## src/rtl/bcde_pkg.sv

```systemverilog
// shared constants, types and helpers for the binary cross dilate/erode unit
package bcde_pkg;

    // default largest image side supported by the row memories
    localparam int DEFAULT_MAX_SIDE = 16;

    // width and reset value of the image size register
    localparam int          SIZE_W     = 5;
    localparam logic [4:0]  SIZE_RESET = 5'd16;

    // depth of the queue between front and back
    localparam int QUEUE_DEPTH = 2;

    // three row memories rotate through current, middle and upper roles
    localparam int NUM_BANKS = 3;

    typedef logic [1:0] t_bank;

    // per item classification made by the front
    typedef struct packed {
        logic pixel;
        logic row_ge1;
        logic row_ge2;
        logic row_end;
        logic last;
    } t_in_flags;

    // one result job issued by the back sequencer
    typedef struct packed {
        t_bank cbank;
        t_bank ubank;
        logic  up_en;
        logic  down;
        logic  left_en;
        logic  right_en;
        logic  run_end;
        logic  image_end;
    } t_job;

    // bank that follows b in the rotation
    function automatic t_bank bank_next(input t_bank b);
        t_bank nb;
        case (b)
            2'd0:    nb = 2'd1;
            2'd1:    nb = 2'd2;
            default: nb = 2'd0;
        endcase
        return nb;
    endfunction

    // bank that precedes b in the rotation
    function automatic t_bank bank_prev(input t_bank b);
        t_bank pb;
        case (b)
            2'd0:    pb = 2'd2;
            2'd1:    pb = 2'd0;
            default: pb = 2'd1;
        endcase
        return pb;
    endfunction

endpackage

```

## src/rtl/bcde_front.sv

```systemverilog
// front end: size register, raster position counters and item classification
module bcde_front #(
    parameter int MAX_SIDE = bcde_pkg::DEFAULT_MAX_SIDE,
    parameter int CW       = $clog2(MAX_SIDE)
) (
    input  logic                       i_clk,
    input  logic                       i_rst_n,
    input  logic                       i_cfg_valid,
    input  logic [bcde_pkg::SIZE_W-1:0] i_cfg_data,
    output logic                       o_cfg_ready,
    input  logic                       i_valid,
    input  logic                       i_pixel_in,
    output logic                       o_stall,
    input  logic                       i_full,
    output logic                       o_push,
    output logic [CW-1:0]              o_push_col,
    output bcde_pkg::t_in_flags        o_push_flags,
    output logic [CW-1:0]              o_last_col
);

    logic [bcde_pkg::SIZE_W-1:0] r_size;
    logic [CW-1:0]               r_col;
    logic [CW-1:0]               r_row;
    logic [CW-1:0]               n_col;
    logic [CW-1:0]               n_row;
    logic [CW-1:0]               last_col;
    logic                        row_end;
    logic                        img_last;
    logic                        push;

    // last column index of the effective side, clamped to 1..MAX_SIDE
    always_comb begin
        if (r_size == '0) begin
            last_col = '0;
        end else if (32'(r_size) > 32'(MAX_SIDE)) begin
            last_col = CW'(MAX_SIDE - 1);
        end else begin
            last_col = CW'(r_size - 1'b1);
        end
    end

    assign row_end  = (r_col == last_col);
    assign img_last = row_end && (r_row == last_col);
    assign push     = i_valid && !i_full;

    // next raster position
    always_comb begin
        n_col = r_col;
        n_row = r_row;
        if (push) begin
            if (img_last) begin
                n_col = '0;
                n_row = '0;
            end else if (row_end) begin
                n_col = '0;
                n_row = r_row + 1'b1;
            end else begin
                n_col = r_col + 1'b1;
            end
        end
    end

    // size register and counters; a size write restarts the image
    always_ff @(posedge i_clk) begin
        if (!i_rst_n) begin
            r_size <= bcde_pkg::SIZE_RESET;
            r_col  <= '0;
            r_row  <= '0;
        end else if (i_cfg_valid) begin
            r_size <= i_cfg_data;
            r_col  <= '0;
            r_row  <= '0;
        end else begin
            r_col <= n_col;
            r_row <= n_row;
        end
    end

    // classification of the accepted item
    always_comb begin
        o_push_flags.pixel   = i_pixel_in;
        o_push_flags.row_ge1 = (r_row != '0);
        o_push_flags.row_ge2 = (32'(r_row) >= 32'd2);
        o_push_flags.row_end = row_end;
        o_push_flags.last    = img_last;
    end

    assign o_push      = push;
    assign o_push_col  = r_col;
    assign o_last_col  = last_col;
    assign o_stall     = i_full;
    assign o_cfg_ready = 1'b1;

endmodule

```

## src/rtl/bcde_queue.sv

```systemverilog
// short fifo that decouples the front from the back sequencer
module bcde_queue #(
    parameter int DATA_W = 8,
    parameter int DEPTH  = bcde_pkg::QUEUE_DEPTH
) (
    input  logic              i_clk,
    input  logic              i_rst_n,
    input  logic              i_push,
    input  logic [DATA_W-1:0] i_data,
    output logic              o_full,
    input  logic              i_pop,
    output logic              o_valid,
    output logic [DATA_W-1:0] o_data
);

    localparam int PW = (DEPTH > 1) ? $clog2(DEPTH) : 1;
    localparam int NW = $clog2(DEPTH + 1);

    logic [DATA_W-1:0] r_slot [DEPTH];
    logic [PW-1:0]     r_wr_ptr;
    logic [PW-1:0]     r_rd_ptr;
    logic [NW-1:0]     r_count;
    logic              do_push;
    logic              do_pop;

    assign o_full  = (r_count == NW'(DEPTH));
    assign o_valid = (r_count != '0);
    assign o_data  = r_slot[r_rd_ptr];
    assign do_push = i_push && !o_full;
    assign do_pop  = i_pop && o_valid;

    // storage
    always_ff @(posedge i_clk) begin
        if (do_push) begin
            r_slot[r_wr_ptr] <= i_data;
        end
    end

    // pointers and fill count
    always_ff @(posedge i_clk) begin
        if (!i_rst_n) begin
            r_wr_ptr <= '0;
            r_rd_ptr <= '0;
            r_count  <= '0;
        end else begin
            if (do_push) begin
                r_wr_ptr <= (r_wr_ptr == PW'(DEPTH - 1)) ? '0 : r_wr_ptr + 1'b1;
            end
            if (do_pop) begin
                r_rd_ptr <= (r_rd_ptr == PW'(DEPTH - 1)) ? '0 : r_rd_ptr + 1'b1;
            end
            case ({do_push, do_pop})
                2'b10:   r_count <= r_count + 1'b1;
                2'b01:   r_count <= r_count - 1'b1;
                default: r_count <= r_count;
            endcase
        end
    end

endmodule

```

## src/rtl/bcde_back.sv

```systemverilog
// back end: rotating row memories, result sequencer and output register
module bcde_back #(
    parameter int MAX_SIDE = bcde_pkg::DEFAULT_MAX_SIDE,
    parameter int CW       = $clog2(MAX_SIDE)
) (
    input  logic                i_clk,
    input  logic                i_rst_n,
    input  logic [CW-1:0]       i_last_col,
    input  logic                i_q_valid,
    input  bcde_pkg::t_in_flags i_q_flags,
    input  logic [CW-1:0]       i_q_col,
    output logic                o_q_pop,
    input  logic                i_stall,
    output logic                o_valid,
    output logic                o_dilated_pixel,
    output logic                o_eroded_pixel,
    output logic                o_run_end,
    output logic                o_image_end
);

    localparam int NB = bcde_pkg::NUM_BANKS;

    // row memories, one bit per column
    logic r_mem [NB][MAX_SIDE];

    // sequencer state
    bcde_pkg::t_bank r_bank;
    bcde_pkg::t_bank n_bank;
    logic            r_flush;
    logic            n_flush;
    logic [CW-1:0]   r_fidx;
    logic [CW-1:0]   n_fidx;
    bcde_pkg::t_bank r_fbank;
    bcde_pkg::t_bank n_fbank;
    logic            r_fup_en;
    logic            n_fup_en;

    // issue side
    logic            en;
    logic            pop;
    logic            iss_valid;
    bcde_pkg::t_job  iss_job;
    logic [CW-1:0]   iss_addr;
    logic [CW-1:0]   iss_addr_nxt;

    // read data stage
    logic            r_b_valid;
    bcde_pkg::t_job  r_b_job;
    logic [NB-1:0]   r_rd_cur;
    logic [NB-1:0]   r_rd_nxt;
    logic            r_prev_center;

    // output register
    logic            r_o_valid;
    logic            r_o_dil;
    logic            r_o_ero;
    logic            r_o_run_end;
    logic            r_o_image_end;

    logic            w_center;
    logic            w_left;
    logic            w_right;
    logic            w_up;
    logic            w_down;

    function automatic logic pick(input logic [NB-1:0] v, input bcde_pkg::t_bank b);
        logic bit_sel;
        case (b)
            2'd0:    bit_sel = v[0];
            2'd1:    bit_sel = v[1];
            2'd2:    bit_sel = v[2];
            default: bit_sel = 1'b0;
        endcase
        return bit_sel;
    endfunction

    // whole pipeline moves unless a result waits on a stalled receiver
    assign en      = !r_o_valid || !i_stall;
    assign o_q_pop = pop && en;

    // job sequencer: one queue entry or one flush column per cycle while the pipeline moves
    always_comb begin
        pop       = 1'b0;
        iss_valid = 1'b0;
        iss_job   = '0;
        iss_addr  = i_q_col;
        n_bank    = r_bank;
        n_flush   = r_flush;
        n_fidx    = r_fidx;
        n_fbank   = r_fbank;
        n_fup_en  = r_fup_en;
        if (r_flush) begin
            // last row of the image, one column per cycle while the pipeline moves
            iss_valid         = 1'b1;
            iss_addr          = r_fidx;
            iss_job.cbank     = r_fbank;
            iss_job.ubank     = bcde_pkg::bank_prev(r_fbank);
            iss_job.up_en     = r_fup_en;
            iss_job.down      = 1'b0;
            iss_job.left_en   = (r_fidx != '0);
            iss_job.right_en  = (r_fidx != i_last_col);
            iss_job.run_end   = (r_fidx == i_last_col);
            iss_job.image_end = (r_fidx == i_last_col);
            if (r_fidx == i_last_col) begin
                n_flush = 1'b0;
            end else begin
                n_fidx = r_fidx + 1'b1;
            end
        end else if (i_q_valid) begin
            pop = 1'b1;
            // result for the pixel one row above
            if (i_q_flags.row_ge1) begin
                iss_valid         = 1'b1;
                iss_job.cbank     = bcde_pkg::bank_prev(r_bank);
                iss_job.ubank     = bcde_pkg::bank_prev(bcde_pkg::bank_prev(r_bank));
                iss_job.up_en     = i_q_flags.row_ge2;
                iss_job.down      = i_q_flags.pixel;
                iss_job.left_en   = (i_q_col != '0);
                iss_job.right_en  = (i_q_col != i_last_col);
                iss_job.run_end   = !i_q_flags.last;
                iss_job.image_end = 1'b0;
            end
            if (i_q_flags.last) begin
                n_flush  = 1'b1;
                n_fidx   = '0;
                n_fbank  = r_bank;
                n_fup_en = i_q_flags.row_ge1;
            end
            if (i_q_flags.row_end) begin
                n_bank = bcde_pkg::bank_next(r_bank);
            end
        end
    end

    assign iss_addr_nxt = iss_addr + 1'b1;

    // row memories: pixel write and registered reads at column and column + 1
    always_ff @(posedge i_clk) begin
        if (en && pop) begin
            r_mem[r_bank][i_q_col] <= i_q_flags.pixel;
        end
        if (en) begin
            for (int k = 0; k < NB; k++) begin
                r_rd_cur[k] <= r_mem[k][iss_addr];
                r_rd_nxt[k] <= r_mem[k][iss_addr_nxt];
            end
        end
    end

    // cross window from the read data
    assign w_center = pick(r_rd_cur, r_b_job.cbank);
    assign w_right  = r_b_job.right_en && pick(r_rd_nxt, r_b_job.cbank);
    assign w_up     = r_b_job.up_en && pick(r_rd_cur, r_b_job.ubank);
    assign w_left   = r_b_job.left_en && r_prev_center;
    assign w_down   = r_b_job.down;

    // control registers
    always_ff @(posedge i_clk) begin
        if (!i_rst_n) begin
            r_bank    <= '0;
            r_flush   <= 1'b0;
            r_fidx    <= '0;
            r_fbank   <= '0;
            r_fup_en  <= 1'b0;
            r_b_valid <= 1'b0;
            r_o_valid <= 1'b0;
        end else if (en) begin
            r_bank    <= n_bank;
            r_flush   <= n_flush;
            r_fidx    <= n_fidx;
            r_fbank   <= n_fbank;
            r_fup_en  <= n_fup_en;
            r_b_valid <= iss_valid;
            r_o_valid <= r_b_valid;
        end
    end

    // payload registers
    always_ff @(posedge i_clk) begin
        if (en) begin
            r_b_job <= iss_job;
            if (r_b_valid) begin
                r_prev_center <= w_center;
            end
            r_o_dil       <= w_center | w_left | w_right | w_up | w_down;
            r_o_ero       <= w_center & w_left & w_right & w_up & w_down;
            r_o_run_end   <= r_b_job.run_end;
            r_o_image_end <= r_b_job.image_end;
        end
    end

    assign o_valid         = r_o_valid;
    assign o_dilated_pixel = r_o_dil;
    assign o_eroded_pixel  = r_o_ero;
    assign o_run_end       = r_o_run_end;
    assign o_image_end     = r_o_image_end;

    // no queue entry is taken while the last row is being flushed
    a_no_pop_in_flush: assert property (@(posedge i_clk) disable iff (!i_rst_n)
        !(r_flush && o_q_pop))
        else $error("queue popped during flush");

    // flush stops after the last column
    a_flush_ends: assert property (@(posedge i_clk) disable iff (!i_rst_n)
        (en && r_flush && (r_fidx == i_last_col)) |=> !r_flush)
        else $error("flush ran past the last column");

    // the final pixel of an image always closes its run
    a_image_end_run_end: assert property (@(posedge i_clk) disable iff (!i_rst_n)
        (r_o_valid && r_o_image_end) |-> r_o_run_end)
        else $error("image end without run end");

endmodule

```

## src/rtl/binary_cross_dilate_erode_unit.sv

```systemverilog
// top level of the binary 3x3 cross dilate/erode unit
//
// Usage:
//   Pixels enter in raster order on i_valid / i_pixel_in, one per cycle,
//   and are taken when o_stall is low. Each item from the second row on
//   gives one result for the pixel above it; the final pixel of the image
//   also gives the whole last row, so it yields up to side + 1 results.
//   Results leave on o_valid with dilated, eroded, run end and image end
//   bits, and are taken when i_stall is low. The image side is written on
//   the cfg channel (o_cfg_ready is always high) while the unit is idle;
//   a write restarts the image.
//   An accepted item passes through the queue; its result is then held in
//   the read data stage and the output register. Throughput: one item per
//   cycle while o_stall is low; the final pixel of an image holds the back
//   end while the flush reads the last row, one column of the row memories
//   per cycle, and the two entry queue then fills and raises o_stall.
//   A stalled receiver freezes the back end; the queue takes up to two more
//   items before o_stall rises. Reset empties queue and pipeline, zeroes
//   the counters and sets the side to 16; no clearing pass is needed.
module binary_cross_dilate_erode_unit #(
    parameter int MAX_SIDE = bcde_pkg::DEFAULT_MAX_SIDE
) (
    input  logic                        i_clk,
    input  logic                        i_rst_n,
    input  logic                        i_cfg_valid,
    input  logic [bcde_pkg::SIZE_W-1:0] i_cfg_data,
    output logic                        o_cfg_ready,
    input  logic                        i_valid,
    input  logic                        i_pixel_in,
    output logic                        o_stall,
    output logic                        o_valid,
    input  logic                        i_stall,
    output logic                        o_dilated_pixel,
    output logic                        o_eroded_pixel,
    output logic                        o_run_end,
    output logic                        o_image_end
);

    localparam int CW = $clog2(MAX_SIDE);
    localparam int FW = $bits(bcde_pkg::t_in_flags);
    localparam int QW = FW + CW;

    logic                push;
    logic [CW-1:0]       push_col;
    bcde_pkg::t_in_flags push_flags;
    logic [CW-1:0]       last_col;
    logic                q_full;
    logic                q_valid;
    logic [QW-1:0]       q_data;
    logic                q_pop;
    bcde_pkg::t_in_flags q_flags;
    logic [CW-1:0]       q_col;

    // position tracking and classification
    bcde_front #(
        .MAX_SIDE (MAX_SIDE),
        .CW       (CW)
    ) u_front (
        .i_clk        (i_clk),
        .i_rst_n      (i_rst_n),
        .i_cfg_valid  (i_cfg_valid),
        .i_cfg_data   (i_cfg_data),
        .o_cfg_ready  (o_cfg_ready),
        .i_valid      (i_valid),
        .i_pixel_in   (i_pixel_in),
        .o_stall      (o_stall),
        .i_full       (q_full),
        .o_push       (push),
        .o_push_col   (push_col),
        .o_push_flags (push_flags),
        .o_last_col   (last_col)
    );

    // item queue between front and back
    bcde_queue #(
        .DATA_W (QW),
        .DEPTH  (bcde_pkg::QUEUE_DEPTH)
    ) u_queue (
        .i_clk   (i_clk),
        .i_rst_n (i_rst_n),
        .i_push  (push),
        .i_data  ({push_flags, push_col}),
        .o_full  (q_full),
        .i_pop   (q_pop),
        .o_valid (q_valid),
        .o_data  (q_data)
    );

    assign q_flags = q_data[QW-1:CW];
    assign q_col   = q_data[CW-1:0];

    // row memories and result generation
    bcde_back #(
        .MAX_SIDE (MAX_SIDE),
        .CW       (CW)
    ) u_back (
        .i_clk           (i_clk),
        .i_rst_n         (i_rst_n),
        .i_last_col      (last_col),
        .i_q_valid       (q_valid),
        .i_q_flags       (q_flags),
        .i_q_col         (q_col),
        .o_q_pop         (q_pop),
        .i_stall         (i_stall),
        .o_valid         (o_valid),
        .o_dilated_pixel (o_dilated_pixel),
        .o_eroded_pixel  (o_eroded_pixel),
        .o_run_end       (o_run_end),
        .o_image_end     (o_image_end)
    );

endmodule
```

## config.mk

```make
export PLATFORM = sky130hd
export DESIGN_NAME = binary_cross_dilate_erode_unit
export DESIGN_NICKNAME = d
export VERILOG_FILES = /design/src/rtl/bcde_pkg.sv /design/src/rtl/bcde_front.sv /design/src/rtl/bcde_queue.sv /design/src/rtl/bcde_back.sv /design/src/rtl/binary_cross_dilate_erode_unit.sv
export SDC_FILE = /design/constraint.sdc
export NUM_CORES = 1
export LEC_CHECK = 0
export BUFFER_PORTS_ARGS = -buffer_cell sky130_fd_sc_hd__buf_2
export CAP_MARGIN = 25
export CORE_MARGIN = 4
export CORE_UTILIZATION = 60
export DETAILED_ROUTE_END_ITERATION = 6
export PLACE_DENSITY = 0.83
export SETUP_SLACK_MARGIN = 0.2
export SLEW_MARGIN = 15
export SYNTH_ARGS = -nofsm -noshare
export SYNTH_HDL_FRONTEND = slang
export SYNTH_SLANG_ARGS = --single-unit
```

## constraint.sdc

```tcl
create_clock -name i_clk -period 3.2 [get_ports i_clk]
set_input_delay 0.32 -clock i_clk [delete_from_list [all_inputs] [get_ports i_clk]]
set_output_delay 0.32 -clock i_clk [all_outputs]
set_load 0.02 [all_outputs]
```

==> run_summary.xml, run 1 <==
<?xml version="1.0" encoding="UTF-8"?>
<metrics>
  <group name="power">
    <metric name="power.density_cell_area" unit="nW/µm²">826</metric>
    <metric name="netSwitchingPower" unit="µW">1940</metric>
    <metric name="share_comb_of_total_power" unit="%">31.9</metric>
    <metric name="p_int" unit="µW">3750</metric>
    <metric name="seq_power_share" unit="%">36.2</metric>
    <metric name="p_leak" unit="µW">0.00251</metric>
    <metric name="fraction_of_power_consumed_by_the_clock_network" unit="%">31.9</metric>
    <metric name="ir_drop" unit="mV">0.428</metric>
    <metric name="proportion_of_total_power_due_to_net_switching" unit="%">34.0</metric>
  </group>
  <group name="worst_setup_path">
    <metric name="crit_path_class" unit="">flop to flop</metric>
    <metric name="cp_max_fanout" unit="">12</metric>
    <metric name="critPathLaunchType" unit="">flop</metric>
    <metric name="worst_path_max_delay_cell" unit="">dfxtp_1</metric>
    <metric name="timing.critical_path.to_type" unit="">flop</metric>
    <metric name="crit_required" unit="ns">3.46</metric>
    <metric name="cp_cell_sequence" unit="">nand2b_1 -&gt; nand2_1 -&gt; mux2i_4 -&gt; inv_2 -&gt; ha_2 -&gt; mux4_2 -&gt; nor2b_1 -&gt; a211oi_1 -&gt; a21oi_1</metric>
    <metric name="cpLargestDelayFamily" unit="">flip-flops</metric>
    <metric name="critPathBufInv" unit="">1</metric>
    <metric name="timing.critical_path.slowest_cell_delay" unit="ns">0.56</metric>
    <metric name="arrival" unit="ns">3.06</metric>
  </group>
  <group name="routing">
    <metric name="route.final.wire_length" unit="µm">13500</metric>
    <metric name="drc" unit="">0</metric>
    <metric name="route.detailed.vias_per_inst" unit="">6.29</metric>
    <metric name="post_drt_wl_per_cell" unit="µm">18.3</metric>
    <metric name="drt_iter0_drc" unit="">429</metric>
    <metric name="route.antenna.remaining_nets" unit="">0</metric>
    <metric name="drt_pre_antenna_iters" unit="">7</metric>
    <metric name="detailroute.via_count" unit="">4645</metric>
  </group>
  <group name="clock_tree">
    <metric name="cts.sink_count" unit="">117</metric>
    <metric name="cts_made_buffers" unit="">17</metric>
    <metric name="clock_tree.root_cell" unit="">clkbuf_8</metric>
    <metric name="cts_tree" unit="">done</metric>
    <metric name="insertion_delay" unit="ns">0.54</metric>
    <metric name="clock_tree.buffer_depth" unit="">2</metric>
    <metric name="worst_setup_hold_path_clk_slew" unit="ns">0.06</metric>
    <metric name="htreeDepth" unit="">4</metric>
    <metric name="post_cts_buffers" unit="">0</metric>
  </group>
  <group name="timing">
    <metric name="max_clock_freq" unit="MHz">357</metric>
    <metric name="rsz0062_at_grt" unit="">no</metric>
    <metric name="finalWorstPathRequiredPeriod" unit="ns">2.80</metric>
    <metric name="final-hold-violation-count" unit="">0</metric>
    <metric name="final-setup-viol-count" unit="">0</metric>
    <metric name="final.period_utilization" unit="%">87.5</metric>
    <metric name="slew_of_the_pin_with_the_lowest_slew_margin" unit="ns">0.820</metric>
    <metric name="final.setup.tns" unit="ns">0</metric>
    <metric name="report.final.slew_viol_count" unit="">0</metric>
    <metric name="fin_worst_skew" unit="ns">0.00782</metric>
    <metric name="fin_ws" unit="ns">0.401</metric>
    <metric name="relSlewSlack" unit="%">45.2</metric>
  </group>
  <group name="logic_synthesis">
    <metric name="synth_edf_count" unit="">87</metric>
    <metric name="number_of_instances_in_the_synthesized_netlist" unit="">580</metric>
    <metric name="netlist-cell-type-count" unit="">75</metric>
    <metric name="synth.cell_area" unit="µm²">6160</metric>
    <metric name="synth-seq-area-share" unit="%">52.2</metric>
    <metric name="synth_top_area_share" unit="%">42.4</metric>
    <metric name="synth-async-reset-ratio" unit="%">0</metric>
    <metric name="synth.ff_latch_count" unit="">117</metric>
    <metric name="synth-main-ff-cell" unit="">edfxtp_1</metric>
    <metric name="postSynthAreaPerCell" unit="µm²">10.6</metric>
    <metric name="post-synth-top-area-cell" unit="">edfxtp_1</metric>
    <metric name="synth.area.top_cells" unit="">edfxtp_1, dfxtp_1, nand2_1</metric>
    <metric name="ys.warnings.count" unit="">0</metric>
    <metric name="syn_nets" unit="">600</metric>
  </group>
  <group name="finish">
    <metric name="finalInstanceArea" unit="µm²">6890</metric>
    <metric name="ff_latch_area" unit="µm²">3210</metric>
    <metric name="filler_cell_count" unit="">663</metric>
    <metric name="num-nets-final" unit="">613</metric>
    <metric name="antennaDiodeCount" unit="">0</metric>
    <metric name="syn2layout_area_growth" unit="%">11.9</metric>
    <metric name="multi_input_comb_area" unit="µm²">2700</metric>
    <metric name="finish.cell_count_without_fillers" unit="">739</metric>
    <metric name="final_layout_size_suffix_gt1_share" unit="%">14.9</metric>
  </group>
  <group name="die">
    <metric name="floorplan.initialDensity" unit="%">62.4</metric>
    <metric name="floorplan_die_area" unit="µm²">11900</metric>
    <metric name="std_cell_rows" unit="">36</metric>
    <metric name="core_area" unit="µm²">9860</metric>
    <metric name="die_width" unit="µm">109</metric>
    <metric name="die_h" unit="µm">109</metric>
    <metric name="io-pin-count" unit="">18</metric>
  </group>
  <group name="placement">
    <metric name="pre_cts_slack" unit="ns">0.311</metric>
    <metric name="number_of_placed_instances_taps_included" unit="">705</metric>
    <metric name="gp_congestion" unit="">0.847</metric>
    <metric name="io_buffer_count" unit="">16</metric>
    <metric name="dpl_cell_area" unit="µm²">6290</metric>
    <metric name="estimated_wirelength_of_the_detail_placed_design" unit="µm">9190</metric>
  </group>
  <group name="global_routing">
    <metric name="grt_pass1_wl" unit="µm">22700</metric>
    <metric name="via_count_of_the_first_global_routing_pass" unit="">4602</metric>
    <metric name="groute.usage.overall" unit="%">25.1</metric>
    <metric name="grt_start_max_net_pins" unit="">50</metric>
    <metric name="grt_antenna_before_repair" unit="">0</metric>
    <metric name="globalRoute.totalOverflow" unit="">0</metric>
  </group>
  <group name="min_path">
    <metric name="holdCritPathClass" unit="">primary input to flop</metric>
    <metric name="hold_path.startpoint" unit="">i_cfg_data[0]</metric>
  </group>
  <group name="outcome">
    <metric name="outcome" unit="">complete, no violations</metric>
  </group>
  <group name="flow_run">
    <metric name="cap_violations" unit="">0</metric>
  </group>
</metrics>
==> layer usage <==
layer  vias up  global-route usage (%)  wire (µm)
li1       2127                       -          -
met1      2251                    32.3       5610
met2       227                    40.6       6670
met3        40                    6.99        955
met4         0                    9.88        314
met5         -                       0          0
==> final timing paths <==
check	depth (start not counted)	slack, ns	to
worst max-delay path	9	0.40	u_back.r_rd_nxt[1]$_DFFE_PN_
worst max register to register	9	0.40	u_back.r_rd_nxt[1]$_DFFE_PN_
worst min register to register	0	0.43	u_back.o_run_end$_DFFE_PN_
worst min-delay path	3	0.04	u_front.r_size[0]$_SDFFE_PN0P_
==> stage by stage <==
stage	util (%)	hold slack [ns]	power, µW
final	69.8	0.0374	5690
after global routing	69.8	0.0581	5990
after CTS	69.8	0.0316	5690
after detailed placement	63.8	0.409	3870
after global placement	63.8	0.402	3770
after floorplan	-	0.400	3470
==> tightest hold or removal path: stages <==
cell and delay [ns]:
buf_2 0.08, mux2i_1 0.05, nor2b_1 0.09
==> synth_stat cells, types with 8 or more instances <==
library cell,instances
ha_1,9
nor2_1,81
a21oi_1,13
mux4_2,12
a31oi_1,9
nor2b_1,12
nand3_1,14
inv_1,18
o21ai_0,9
xnor2_1,11
mux2i_1,20
a211oi_1,9
and2_1,8
clkbuf_1,16
and3_1,11
dfxtp_1,30
nand2_1,85
edfxtp_1,87
==> placed cells by master (no fill, tap or decap), types with 7 or more instances in the layout <==
cell and count:
inv_1 18, buf_2 16, o21ai_0 9, mux4_2 12
clkbuf_16 17, nand3_1 14, a31oi_1 9, o211ai_1 7
mux2i_1 19, edfxtp_1 87, and3_1 11, a211oi_1 9
dfxtp_1 30, and2_1 8, nor2b_1 12, xnor2_1 11
nor2_1 81, nand2_1 85, a21oi_1 13, ha_1 8
==> cell type report <==
class                   count  area share, %
well taps                 133           2.42
inverters                  23           1.27
flip-flops and latches    117           46.7
clock inverters            13           1.76
repair buffers             24           2.11
clock buffers              19           6.58
multi-input cells         410           39.2
==> logic make-up after synthesis <==
kind of cell,synth area share [%]
multiplexers,8.29
AO/OA/AOI/OAI,10.8
adder cells (fa/ha/maj),2.15
buffers and inverters,4.19
other,0.0609
XOR/XNOR,2.80
flip-flops,52.2
AND/OR/NAND/NOR,19.6
==> power by group through the flow <==
stage	sequential, µW	clock (µW)	combinational (µW)
2_1_floorplan	2060	0	1410
3_3_place_gp	2080	0	1700
3_5_place_dp	2090	0	1780
4_1_cts	2060	1830	1800
5_1_grt	2080	1910	2000
6_report	2060	1820	1810
==> sequential cells by signal (all words and copies together), names as in the netlist, 2 cells and up, named ones only <==
signal,count
u_back.r_mem,48
u_queue.r_slot,18
u_back.r_b_job,9
u_front.r_size,5
u_back.r_fidx,4
u_front.o_push_col,4
u_front.r_row,4
u_back.r_rd_cur,3
u_back.r_rd_nxt,3
u_back.r_bank,2
u_back.r_fbank,2
u_queue.r_count,2
==> what timing repair did <==
item                                   in CTS  in global routing
gates resized for setup                     0                  1
endpoints found under the hold margin       3                  0
setup endpoints to repair                   0                  3
hold buffers                                2                  0
(Power assumes the default switching activity.)
==> run 2: changes to the inputs <==
--- a/config.mk
+++ b/config.mk
@@ -5,12 +5,13 @@
 export SDC_FILE = /design/constraint.sdc
 export NUM_CORES = 1
 export LEC_CHECK = 0
+export ABC_AREA = 1
 export BUFFER_PORTS_ARGS = -buffer_cell sky130_fd_sc_hd__buf_2
 export CAP_MARGIN = 25
 export CORE_MARGIN = 4
 export CORE_UTILIZATION = 60
 export DETAILED_ROUTE_END_ITERATION = 6
-export PLACE_DENSITY = 0.83
+export PLACE_DENSITY = 0.77
 export SETUP_SLACK_MARGIN = 0.2
 export SLEW_MARGIN = 15
 export SYNTH_ARGS = -nofsm -noshare
==> run_summary.xml, run 2 <==
<?xml version="1.0" encoding="UTF-8"?>
<metrics>
  <group name="outcome">
    <metric name="outcome" unit="">complete, no violations</metric>
  </group>
  <group name="timing">
    <metric name="final-setup-viol-count" unit="">0</metric>
    <metric name="finalWorstPathRequiredPeriod" unit="ns">2.75</metric>
    <metric name="fin_worst_skew" unit="ns">0.00949</metric>
    <metric name="final-hold-violation-count" unit="">0</metric>
    <metric name="final.period_utilization" unit="%">86.0</metric>
    <metric name="fin_ws" unit="ns">0.449</metric>
    <metric name="slew_of_the_pin_with_the_lowest_slew_margin" unit="ns">0.859</metric>
    <metric name="timing.hold.ws" unit="ns">0.0143</metric>
    <metric name="max_clock_freq" unit="MHz">363</metric>
    <metric name="report.final.slew_viol_count" unit="">0</metric>
    <metric name="relSlewSlack" unit="%">42.5</metric>
    <metric name="final.setup.tns" unit="ns">0</metric>
    <metric name="rsz0062_at_grt" unit="">no</metric>
  </group>
  <group name="clock_tree">
    <metric name="clock_tree.buffer_depth" unit="">2</metric>
    <metric name="cts_tree" unit="">done</metric>
    <metric name="cts.sink_count" unit="">117</metric>
    <metric name="clock_tree.root_cell" unit="">clkbuf_8</metric>
    <metric name="htreeDepth" unit="">4</metric>
    <metric name="worst_setup_hold_path_clk_slew" unit="ns">0.06</metric>
    <metric name="cts_made_buffers" unit="">17</metric>
    <metric name="post_cts_buffers" unit="">0</metric>
    <metric name="insertion_delay" unit="ns">0.51</metric>
  </group>
  <group name="finish">
    <metric name="syn2layout_area_growth" unit="%">11.8</metric>
    <metric name="antennaDiodeCount" unit="">0</metric>
    <metric name="filler_cell_count" unit="">798</metric>
    <metric name="most_flops_register" unit="">u_back.r_mem</metric>
    <metric name="num-nets-final" unit="">717</metric>
    <metric name="most-common-layout-cells" unit="">nand2_1, nor2_1, edfxtp_1, inv_1, nand3_1</metric>
    <metric name="finish.cell_count_without_fillers" unit="">843</metric>
    <metric name="layout_commonest_cell" unit="">nand2_1</metric>
    <metric name="final_layout_size_suffix_gt1_share" unit="%">11.5</metric>
    <metric name="reg_top3" unit="">u_back.r_mem x48, u_queue.r_slot x18, u_back.r_b_job x9</metric>
    <metric name="largest_register_ff_count" unit="">48</metric>
  </group>
  <group name="worst_setup_path">
    <metric name="arrival" unit="ns">3.01</metric>
    <metric name="crit_required" unit="ns">3.45</metric>
    <metric name="rrSetupSlack" unit="ns">0.45</metric>
    <metric name="critPathLaunchType" unit="">flop</metric>
    <metric name="cp_max_fanout" unit="">13</metric>
    <metric name="timing.critical_path.to_type" unit="">flop</metric>
    <metric name="crit_path_class" unit="">flop to flop</metric>
    <metric name="ff2ff_path_depth" unit="">11</metric>
    <metric name="reg2reg_to" unit="">u_back.r_rd_nxt[2]$_DFFE_PN_</metric>
  </group>
  <group name="min_path">
    <metric name="hold_path.startpoint" unit="">i_cfg_data[4]</metric>
    <metric name="hold-path-endpoint" unit="">u_front.r_size[4]$_SDFFE_PN1P_</metric>
    <metric name="holdCritPathClass" unit="">primary input to flop</metric>
    <metric name="worstHoldPathCells" unit="">3</metric>
  </group>
  <group name="placement">
    <metric name="gp_congestion" unit="">0.893</metric>
    <metric name="pre_cts_slack" unit="ns">0.461</metric>
    <metric name="io_buffer_count" unit="">16</metric>
    <metric name="number_of_placed_instances_taps_included" unit="">810</metric>
    <metric name="estimated_wirelength_of_the_detail_placed_design" unit="µm">9890</metric>
  </group>
  <group name="die">
    <metric name="die_h" unit="µm">109</metric>
    <metric name="io-pin-count" unit="">18</metric>
    <metric name="die_width" unit="µm">109</metric>
    <metric name="std_cell_rows" unit="">36</metric>
    <metric name="core_area" unit="µm²">9820</metric>
    <metric name="floorplan_die_area" unit="µm²">11800</metric>
    <metric name="floorplan.initialDensity" unit="%">61.9</metric>
  </group>
  <group name="logic_synthesis">
    <metric name="ys.warnings.count" unit="">0</metric>
    <metric name="synth.ff_latch_count" unit="">117</metric>
    <metric name="main_combinational_cell_family_by_area_after_synthesis" unit="">simple AND/OR/NAND/NOR gates</metric>
    <metric name="synth_xor_xnor_area_share" unit="%">2.58</metric>
    <metric name="fraction_of_the_mapped_netlist_area_in_adder_cells" unit="%">1.85</metric>
    <metric name="yosysMostFrequentCell" unit="">nand2_1</metric>
    <metric name="synth-async-reset-ratio" unit="%">0</metric>
    <metric name="post-synth-top-area-cell" unit="">edfxtp_1</metric>
    <metric name="synth-seq-area-share" unit="%">52.9</metric>
    <metric name="synth-main-ff-cell" unit="">edfxtp_1</metric>
    <metric name="synth.cell_area" unit="µm²">6070</metric>
    <metric name="syn_nets" unit="">700</metric>
    <metric name="number_of_instances_in_the_synthesized_netlist" unit="">680</metric>
    <metric name="synth-compound-area-share" unit="%">13.0</metric>
    <metric name="synth_top_area_share" unit="%">43.0</metric>
    <metric name="netlist-cell-type-count" unit="">38</metric>
    <metric name="muxShareOfSynthArea" unit="%">0.165</metric>
    <metric name="post_synth_most_frequent_cells" unit="">nand2_1, nor2_1, edfxtp_1</metric>
    <metric name="synth-simple-area-share" unit="%">22.8</metric>
    <metric name="postSynthAreaPerCell" unit="µm²">8.93</metric>
    <metric name="synth.area.top_cells" unit="">edfxtp_1, dfxtp_1, nand2_1</metric>
    <metric name="synth_edf_count" unit="">87</metric>
  </group>
  <group name="global_routing">
    <metric name="top_usage_layer" unit="">met2</metric>
    <metric name="grt_pass1_wl" unit="µm">23100</metric>
    <metric name="groute.layer.met2.usage" unit="%">38.3</metric>
    <metric name="grt_antenna_before_repair" unit="">0</metric>
    <metric name="groute.usage.overall" unit="%">25.7</metric>
    <metric name="global_route.usage.met3" unit="%">5.86</metric>
    <metric name="globalRoute.totalOverflow" unit="">0</metric>
    <metric name="gr-usage-met1" unit="%">37.5</metric>
    <metric name="grt_start_max_net_pins" unit="">50</metric>
    <metric name="via_count_of_the_first_global_routing_pass" unit="">4482</metric>
  </group>
  <group name="routing">
    <metric name="route.final.wire_length" unit="µm">14300</metric>
    <metric name="detailroute.via_count" unit="">4878</metric>
    <metric name="drt_iter0_drc" unit="">498</metric>
    <metric name="post_drt_wl_per_cell" unit="µm">16.9</metric>
    <metric name="route.detailed.vias_per_inst" unit="">5.79</metric>
    <metric name="route.antenna.remaining_nets" unit="">0</metric>
    <metric name="drt_pre_antenna_iters" unit="">5</metric>
    <metric name="drc" unit="">0</metric>
  </group>
  <group name="flow_run">
    <metric name="cap_violations" unit="">0</metric>
  </group>
  <group name="power">
    <metric name="power.density_cell_area" unit="nW/µm²">999</metric>
    <metric name="p_leak" unit="µW">0.00268</metric>
    <metric name="ir_drop" unit="mV">0.623</metric>
  </group>
</metrics>
[run 2: changes by cell type after synthesis, moves of 21 or more]
| cell | delta |
|---|---|
| nand2_1 | +37 |
| inv_1 | +46 |
| nor2_1 | +21 |
| nand3_1 | +38 |
| o21ai_0 | +30 |
| o211ai_1 | +29 |
[run 2: final cells by class]
type	instances	area [µm²]	area share, %
clock buffers	29	531	7.81
clock inverters	3	16.3	0.239
inverters	70	263	3.87
multi-input cells	469	2450	36.1
flip-flops and latches	117	3210	47.3
well taps	133	166	2.45
repair buffers	22	148	2.17
[run 2: how the worst max path moves through the flow]
stage | startpoint | endpoint | slack, ns | cells past startpoint
2_1_floorplan | u_back.o_valid$_SDFFE_PN0N_ | u_queue.r_count[1]$_SDFFE_PN0P_ | 0.98 | 10
3_3_place_gp | flop | u_back.r_rd_nxt[2]$_DFFE_PN_ | 0.61 | 11
3_5_place_dp | flop | u_back.r_rd_nxt[2]$_DFFE_PN_ | 0.46 | 11
4_1_cts | flop | u_back.r_rd_nxt[2]$_DFFE_PN_ | 0.44 | 11
5_1_grt | flop | u_back.r_rd_nxt[2]$_DFFE_PN_ | 0.21 | 11
6_report | flop | u_back.r_rd_nxt[2]$_DFFE_PN_ | 0.45 | 11
[run 2: routing by layer]
metal,share of wire [%],wire length (µm)
met5,0,0
met4,1.9,270
met3,7.6,1090
met2,45,6360
met1,46,6550
[run 2: worst max-delay path, stage by stage, from the launching register on]
cell and delay [ns]:
dfxtp_1 0.63, inv_2 0.13, nand2_1 0.10, nand2_2 0.07, nand2_1 0.07, o21ai_2 0.07
ha_1 0.55, inv_1 0.31, o211ai_1 0.17, o21ai_0 0.12, o211ai_1 0.18, nand2_1 0.07
[run 2: what timing repair did]
action / 4_1_cts / 5_1_grt
hold buffers: 1 / 0
endpoints found under the hold margin: 2 / 0
resized for setup: 0 / 0
[run 2: stage by stage]
step	power [µW]	util [%]	area [µm²]
after floorplan	4350	-	6070
after global placement	4920	63.2	6210
after detailed placement	5020	63.5	6230
after CTS	6760	69.2	6790
after global routing	7230	69.2	6790
final	6790	69.2	6790
[run 2: logic make-up (layout without fill, tap and decap cells)]
family | count (synthesis) | in the layout
AO/OA/AOI/OAI | 127 | 127
AND/OR/NAND/NOR | 314 | 314
multiplexers | 1 | 1
flip-flops | 117 | 117
XOR/XNOR | 17 | 17
adder cells (fa/ha/maj) | 9 | 9
other | 1 | 1
buffers and inverters | 94 | 124
[run 2: where the power goes]
group	total, µW	switching (µW)	internal (µW)
Combinational	2830	1970	861
Sequential	2210	168	2050
Clock	1740	640	1100
Total	6790	2780	4010
